[config.mk]
export PLATFORM = sky130hd
export DESIGN_NAME = mpfs_ctrl
export DESIGN_NICKNAME = d
export VERILOG_FILES = /design/src/rtl/mpfs_pkg.sv /design/src/rtl/mpfs_ctrl.sv
export SDC_FILE = /design/constraint.sdc
export NUM_CORES = 1
export LEC_CHECK = 0
export BUFFER_PORTS_ARGS = -buffer_cell sky130_fd_sc_hd__buf_2
export CORE_AREA = 2 2 39 41
export DETAILED_ROUTE_END_ITERATION = 10
export DIE_AREA = 0 0 41 43
export PLACE_DENSITY = 0.47
export SKIP_LAST_GASP = 1
export SYNTH_ARGS = -nofsm -noshare
export SYNTH_HDL_FRONTEND = slang
export SYNTH_SLANG_ARGS = --single-unit
[constraint.sdc]
create_clock -name clock -period 2.3 [get_ports clock]
set_clock_uncertainty 0.1 [all_clocks]
set_input_delay 0.23 -clock clock [delete_from_list [all_inputs] [get_ports clock]]
set_output_delay 0.23 -clock clock [all_outputs]
set_load 0.02 [all_outputs]
[src/rtl/mpfs_pkg.sv]
package mpfs_pkg;

   // default display geometry
   localparam int DEF_COLUMNS = 128;
   localparam int DEF_ROWS    = 64;

   // scan stream command bytes
   localparam logic [7:0] CMD_PAGE_BASE  = 8'hB0;
   localparam logic [7:0] CMD_COL_LOW    = 8'h00;
   localparam logic [7:0] COL_HIGH_RESET = 8'h10;  // 0x10 or 0x12 depending on panel

   // slots of a page: three commands, then one data byte per column
   localparam int SLOT_PAGE_CMD = 0;
   localparam int SLOT_COL_LOW  = 1;
   localparam int SLOT_COL_HIGH = 2;
   localparam int HEAD_SLOTS    = 3;

   // config port
   localparam int         CSR_AW           = 3;
   localparam int         CSR_DW           = 32;
   localparam logic [0:0] CSR_IDX_COL_HIGH = 1'b0;

   typedef enum logic [1:0] {
      OP_DRAW = 2'd0,
      OP_FILL = 2'd1,
      OP_ARM  = 2'd2,
      OP_EMIT = 2'd3
   } op_type;

   typedef enum logic [1:0] {
      ST_CLEAR,
      ST_IDLE,
      ST_FILL_RD,
      ST_FILL_WR
   } state_type;

   typedef struct packed {
      op_type     op;
      logic [7:0] x_first;
      logic [7:0] y_first;
      logic [7:0] x_last;
      logic [7:0] y_last;
      logic       dot_on;
   } req_type;

   typedef struct packed {
      logic [7:0] out_byte;
      logic       is_data;
      logic       frame_last;
   } rsp_type;

   typedef struct packed {
      logic clear_wr;
      logic load_draw;
      logic arm;
      logic emit;
      logic fill_rd;
      logic fill_wr;
   } ctrl_cmd_type;

   typedef struct packed {
      logic clear_last;
      logic draw_empty;
      logic fill_last;
      logic scan_armed;
   } ctrl_status_type;

endpackage

[src/rtl/mpfs_ctrl.sv]
module mpfs_ctrl (
   input  logic                     clock,
   input  logic                     reset,
   input  logic                     start,
   input  mpfs_pkg::op_type         req_op,
   input  mpfs_pkg::ctrl_status_type status,
   output mpfs_pkg::ctrl_cmd_type   cmd,
   output logic                     busy
);
   import mpfs_pkg::*;

   state_type state_ff;
   state_type state_in;

   always_ff @(posedge clock) begin
      if (reset) begin
         state_ff <= ST_CLEAR;
      end else begin
         state_ff <= state_in;
      end
   end

   // next state
   always_comb begin
      state_in = state_ff;
      case (state_ff)
         ST_CLEAR: begin
            if (status.clear_last) state_in = ST_IDLE;
         end
         ST_IDLE: begin
            if (start && (req_op == OP_DRAW || req_op == OP_FILL) && !status.draw_empty) begin
               state_in = ST_FILL_RD;
            end
         end
         ST_FILL_RD: begin
            state_in = ST_FILL_WR;
         end
         ST_FILL_WR: begin
            if (status.fill_last) state_in = ST_IDLE;
            else                  state_in = ST_FILL_RD;
         end
         default: begin
            state_in = ST_CLEAR;
         end
      endcase
   end

   // outputs
   always_comb begin
      cmd  = '0;
      busy = 1'b1;
      case (state_ff)
         ST_CLEAR: begin
            cmd.clear_wr = 1'b1;
         end
         ST_IDLE: begin
            busy = 1'b0;
            if (start) begin
               case (req_op)
                  OP_DRAW: begin
                     cmd.load_draw = !status.draw_empty;
                  end
                  OP_FILL: begin
                     cmd.load_draw = !status.draw_empty;
                     cmd.arm       = 1'b1;
                  end
                  OP_ARM: begin
                     cmd.arm = 1'b1;
                  end
                  OP_EMIT: begin
                     cmd.emit = status.scan_armed;
                  end
                  default: begin
                  end
               endcase
            end
         end
         ST_FILL_RD: begin
            cmd.fill_rd = 1'b1;
         end
         ST_FILL_WR: begin
            cmd.fill_wr = 1'b1;
         end
         default: begin
         end
      endcase
   end

endmodule

==> impl_metrics.json, run 1 <==
{
  "first_iter_violations": 0,
  "floorplan.die_area_sq_um": 1760,
  "ys_seq_elements": 2,
  "fin_ws_ps": 705,
  "cts.htree.levels": 1,
  "clkLatencyLatePin_ps": 220,
  "ctsLongestPathBuffers": 2,
  "worstHoldStart": "reset",
  "num_io_pins": 16,
  "drt_wl_total_um": 486,
  "wire_length_of_the_first_global_routing_pass_um": 724,
  "reg_top3": "state_ff (2)",
  "max-cap-violations": 0,
  "cts-root-buf": "clkbuf_4",
  "ant_nets": 0,
  "fp-row-count": 14,
  "post_route_clock_period_utilization_pct": 69.3,
  "wl_per_cell_um": 8.68,
  "port_bufs": 15,
  "min_delay_worst_endpoint": "state_ff[0]$_SDFFE_PP0P_",
  "detailedRoute.firstPassIterationCount": 1,
  "nets_in_the_synthesized_netlist": 34,
  "power.density_cell_area_nw_per_um2": 475,
  "grt_antenna_before_repair": 0,
  "route.detailed.drc": 0,
  "hold_buffers": 0,
  "area_share_of_the_largest_cell_type_after_synthesis_pct": 19.6,
  "timing_hold_violations_final": 0,
  "synth-seq-area-share_pct": 19.6,
  "synth.top_cells.by_area": "dfxtp_1, ha_1, inv_1",
  "dpl_worst_slack_ps": 846,
  "routed-via-count": 221,
  "status": "finished clean",
  "cts.repair.resized": 0,
  "hold_path.class": "in -> reg",
  "avgSynthCellArea_sq_um": 9.27,
  "clock_sinks": 2,
  "detail_route.vias_per_cell": 3.95,
  "synth.cell_area_sq_um": 204,
  "globalRouteOverflowTotal": 0,
  "initial_core_util_pct": 14.7,
  "syn2layout_area_growth_pct": 57.7,
  "cts_inserted_buffers": 3,
  "timing_worst_slew_pin_value_ps": 315,
  "grt_start_max_net_pins": 9,
  "crit_start": "state_ff[0]$_SDFFE_PP0P_",
  "gp_congestion": 0.560,
  "die_height_um": 43,
  "largest_register": "state_ff",
  "rr_worst_depth": 3,
  "rsz0062_at_grt": "no",
  "leakage_nw": 0.180,
  "globalRouteTotalUtil_pct": 6.31,
  "coreArea_sq_um": 1380,
  "hpwlAfterDp_um": 402,
  "worst_ep_arrival_time_ps": 1260,
  "number_of_warnings_issued_by_yosys": 0,
  "grt_pass1_vias": 208,
  "largest_reg_flops": 2,
  "mostFrequentLayoutCell": "buf_2",
  "ir_drop_uv": 87.5,
  "num_antenna_cells": 0,
  "floorplan.die.width_um": 41,
  "most-common-layout-cells": "buf_2, inv_1, ha_1, clkbuf_4, dfxtp_1",
  "critical_path_rt_ps": 1970,
  "net_count_reported_at_finish": 54,
  "final_layout_size_suffix_gt1_share_pct": 62.5,
  "syn-instance-count": 22,
  "cts.repair_timing.setup_buffer_count": 0,
  "cts_tree": "yes",
  "crit-reg2reg-capture": "state_ff[0]$_SDFFE_PP0P_",
  "launch_instance_of_the_worst_register_to_register_path": "state_ff[0]$_SDFFE_PP0P_",
  "worst_hold_path.num_cells": 2,
  "maxClockFrequency_mhz": 627,
  "synth.largest_area_cell": "dfxtp_1",
  "reg2reg_setup_slack_ps": 1160,
  "layout_min_cycle_time_ps": 1590,
  "critical_path_class": "reg -> out",
  "fin_max_slew_vios": 0,
  "worst-path-max-fanout": 8,
  "critical_path.endpoint_type": "primary output",
  "critPathLaunchType": "flop",
  "clock_transition_at_the_registers_of_the_reported_paths_ps": 30,
  "worst_slew_margin_rel_pct": 79.0,
  "synth_cell_type_count": 16,
  "finalSetupTns_ps": 0,
  "setup-violations-final": 0
}
stage by stage:
stage               util, %  hold slack (ps)  power (mW)  cell area [sq um]  instances
global route           23.2             91.7       0.165                322         56
CTS                    23.2             86.4       0.160                322         56
detailed placement     21.6              325      0.0781                299         53
floorplan                 -              200      0.0615                204         22
global placement       21.6              321      0.0779                299         53
finish                 23.2             92.5       0.153                322         56
cell type report:
cell class,count,area (sq um)
timing repair buffer,15,75.1
fill,158,1060
tap,16,20.0
sequential,2,40.0
clock buffer,3,22.5
inverter,4,15.0
multi-input combinational,16,149
layer usage:
| layer | routed length [um] | up-vias | track usage (%) |
|---|---|---|---|
| li1 | - | 114 | - |
| met1 | 183 | 97 | 7.01 |
| met2 | 269 | 10 | 9.06 |
| met3 | 33 | 0 | 0 |
| met4 | 0 | 0 | 8.00 |
| met5 | 0 | - | 0 |
synth_stat cells, drive strengths merged:
cell type and n:
o31ai 1, dfxtp 2, a311oi 1, inv 4
or2 1, nand3b 1, and2 1, and3 1
ha 3, nor2 1, a41oi 1, and2b 1
nor2b 1, and4 2, nor3 1
critical path, stage by stage, from the launching register on:
cell and delay (ps):
dfxtp_1 440, nor2b_4 210, and4_4 240, buf_2 160
report_power, final:
part / internal (mW) / switching [mW] / total (mW)
Combinational: 0.0170 / 0.0186 / 0.0356
Clock: 0.0575 / 0.0186 / 0.0761
Sequential: 0.0370 / 0.00403 / 0.0410
logic make-up (layout without fill, tap and decap cells):
group | Yosys count | after routing | synth area share, %
DFF | 2 | 2 | 19.6
AOI/OAI and AO/OA | 3 | 3 | 12.3
buffers and inverters | 4 | 22 | 7.36
adders and majority gates | 3 | 3 | 18.4
and+or+nand+nor | 10 | 10 | 42.3
worst max path at each step:
stage                   to
finish              cmd[4]
detailed placement  cmd[4]
global placement    cmd[4]
global route        cmd[4]
CTS                 cmd[4]
floorplan           cmd[2]
No activity file was read; power rests on OpenSTA's default activity.
==> run 2, diff against run 1 <==
--- a/config.mk
+++ b/config.mk
@@ -9,7 +9,7 @@
 export CORE_AREA = 2 2 39 41
 export DETAILED_ROUTE_END_ITERATION = 10
 export DIE_AREA = 0 0 41 43
-export PLACE_DENSITY = 0.47
+export PLACE_DENSITY = 0.48
 export SKIP_LAST_GASP = 1
 export SYNTH_ARGS = -nofsm -noshare
 export SYNTH_HDL_FRONTEND = slang
==> constraint.sdc (replaced) <==
create_clock -name clock -period 1.3 [get_ports clock]
set_clock_uncertainty 0.1 [all_clocks]
set_input_delay 0.13 -clock clock [delete_from_list [all_inputs] [get_ports clock]]
set_output_delay 0.13 -clock clock [all_outputs]
set_load 0.02 [all_outputs]
==> run 2 against run 1 <==
  * Register-to-register slack lost 940 ps
  * Power grew 91%
  * Global-route usage grew 1.1 points
  * Highest routed layer unchanged
  * Non-clock buffer count grew 5
  * Final cell count grew 8.9%
  * Hold slack lost 82 ps
  * Routed wire length grew 5.1%
  * Setup slack lost 700 ps
==> impl_metrics.json, run 2 (synthesis gave the netlist of run 1 again) <==
{
  "final_layout_size_suffix_gt1_share_pct": 68.9,
  "pwr-share-comb_pct": 28.8,
  "post_route_clock_period_utilization_pct": 99.4,
  "fin_max_slew_vios": 0,
  "grt_start_max_net_pins": 8,
  "reg_top3": "state_ff (2)",
  "initial_core_util_pct": 14.7,
  "wl_per_cell_um": 8.38,
  "critical_path_rt_ps": 1070,
  "timing_worst_slew_pin_value_ps": 279,
  "rsz0062_at_grt": "yes",
  "setup-violations-final": 0,
  "num_io_pins": 16,
  "cts_inserted_buffers": 3,
  "hpwlAfterDp_um": 403,
  "worst-path-max-fanout": 7,
  "leakage_nw": 0.209,
  "internal-power_uw": 210,
  "dpl_worst_slack_ps": 45.0,
  "clock_power_share_pct": 48.0,
  "clock_sinks": 2,
  "detail_route.vias_per_cell": 3.79,
  "cts_tree": "yes",
  "fp-row-count": 14,
  "gp_congestion": 0.644,
  "detailedRoute.firstPassIterationCount": 4,
  "critical_path.endpoint_type": "primary output",
  "worst_slew_margin_rel_pct": 81.2,
  "mostFrequentLayoutCell": "buf_2",
  "dpl_cell_area_sq_um": 307,
  "most-common-layout-cells": "buf_2, inv_1, buf_4",
  "cts-root-buf": "clkbuf_4",
  "finalSetupTns_ps": 0,
  "status": "finished clean",
  "ir_drop_uv": 186,
  "die_height_um": 43,
  "maxClockFrequency_mhz": 774,
  "globalRouteTotalUtil_pct": 7.41,
  "grt_antenna_before_repair": 0,
  "syn2layout_area_growth_pct": 89.6,
  "globalRouteOverflowTotal": 0,
  "ant_nets": 0,
  "num_antenna_cells": 0,
  "finalPower_uw": 291,
  "max-cap-violations": 0,
  "critical_path_class": "reg -> out",
  "floorplan.die.width_um": 41,
  "clock_transition_at_the_registers_of_the_reported_paths_ps": 30,
  "worst_ep_arrival_time_ps": 1060,
  "reg2reg_setup_slack_ps": 220,
  "net-switching-power_uw": 81.0,
  "grt_pass1_vias": 246,
  "net_count_reported_at_finish": 59,
  "layout_min_cycle_time_ps": 1290,
  "timing_hold_violations_final": 0,
  "wire_length_of_the_first_global_routing_pass_um": 834,
  "drt_wl_total_um": 511,
  "routed-via-count": 231,
  "ctsLongestPathBuffers": 2,
  "route.detailed.drc": 0,
  "hold_path.class": "in -> reg",
  "largest_register": "state_ff",
  "fin_ws_ps": 7.29,
  "first_iter_violations": 3,
  "coreArea_sq_um": 1380,
  "largest_reg_flops": 2,
  "fraction_of_power_consumed_by_sequential_logic_pct": 23.2,
  "port_bufs": 15,
  "stdcell_area_sq_um": 387,
  "critPathLaunchType": "flop",
  "power.share.switching_pct": 27.8,
  "power.density_cell_area_nw_per_um2": 754,
  "clkLatencyLatePin_ps": 220,
  "cts.htree.levels": 1,
  "floorplan.die_area_sq_um": 1760
}
run 2: critical path: stages (launching register included):
cell,delay (ps)
dfxtp_4,350
nor2b_4,140
and4_4,230
buf_6,110
run 2: repair_timing:
action                                  4_1_cts  5_1_grt
pin swaps                                     2        0
buffers inserted                              3        0
gates resized for setup                       8        2
hold buffers                                  1        0
hold endpoints to repair                      2        0
endpoints found under the setup margin        3        4
run 2: routing by layer:
metal | share of wire [%] | up-vias | track usage (%) | routed length (um)
met1 | 44 | 95 | 7.64 | 223
met5 | 0 | - | 0 | 0
met2 | 48 | 12 | 10.9 | 243
li1 | - | 124 | - | -
met4 | 0 | 0 | 8.00 | 0
met3 | 8.8 | 0 | 1.57 | 45
run 2: path summary, 6_finish.rpt:
check	startpoint	end	cells past startpoint
min reg2reg	state_ff[0]$_SDFFE_PP0P_	state_ff[1]$_SDFFE_PP0P_	2
max reg2reg	state_ff[1]$_SDFFE_PP0P_	state_ff[0]$_SDFFE_PP0P_	4
min	status[1]	state_ff[1]$_SDFFE_PP0P_	2
max	state_ff[1]$_SDFFE_PP0P_	cmd[4]	3
run 2: power groups by stage:
stage	logic, mW	registers (mW)	clock network [mW]
finish	0.0839	0.0677	0.140
global route	0.0925	0.0684	0.155
CTS	0.0832	0.0678	0.145
detailed placement	0.0721	0.0698	0
global placement	0.0716	0.0699	0
floorplan	0.0375	0.0714	0
run 2: per-stage QoR:
stage	hold WS (ps)	cells	util, %
finish	10.6	61	27.9
global route	12.7	61	27.9
CTS	9.70	61	27.5
detailed placement	223	54	22.2
global placement	223	54	22.2
floorplan	99.7	22	-
run 2: area by class of cell:
type	instances	area (sq um)
multi-input cells	16	150
flip-flops and latches	2	45.0
repair buffers	20	134
well taps	16	20.0
fillers	153	997
inverters	4	15.0
clock buffers	3	22.5
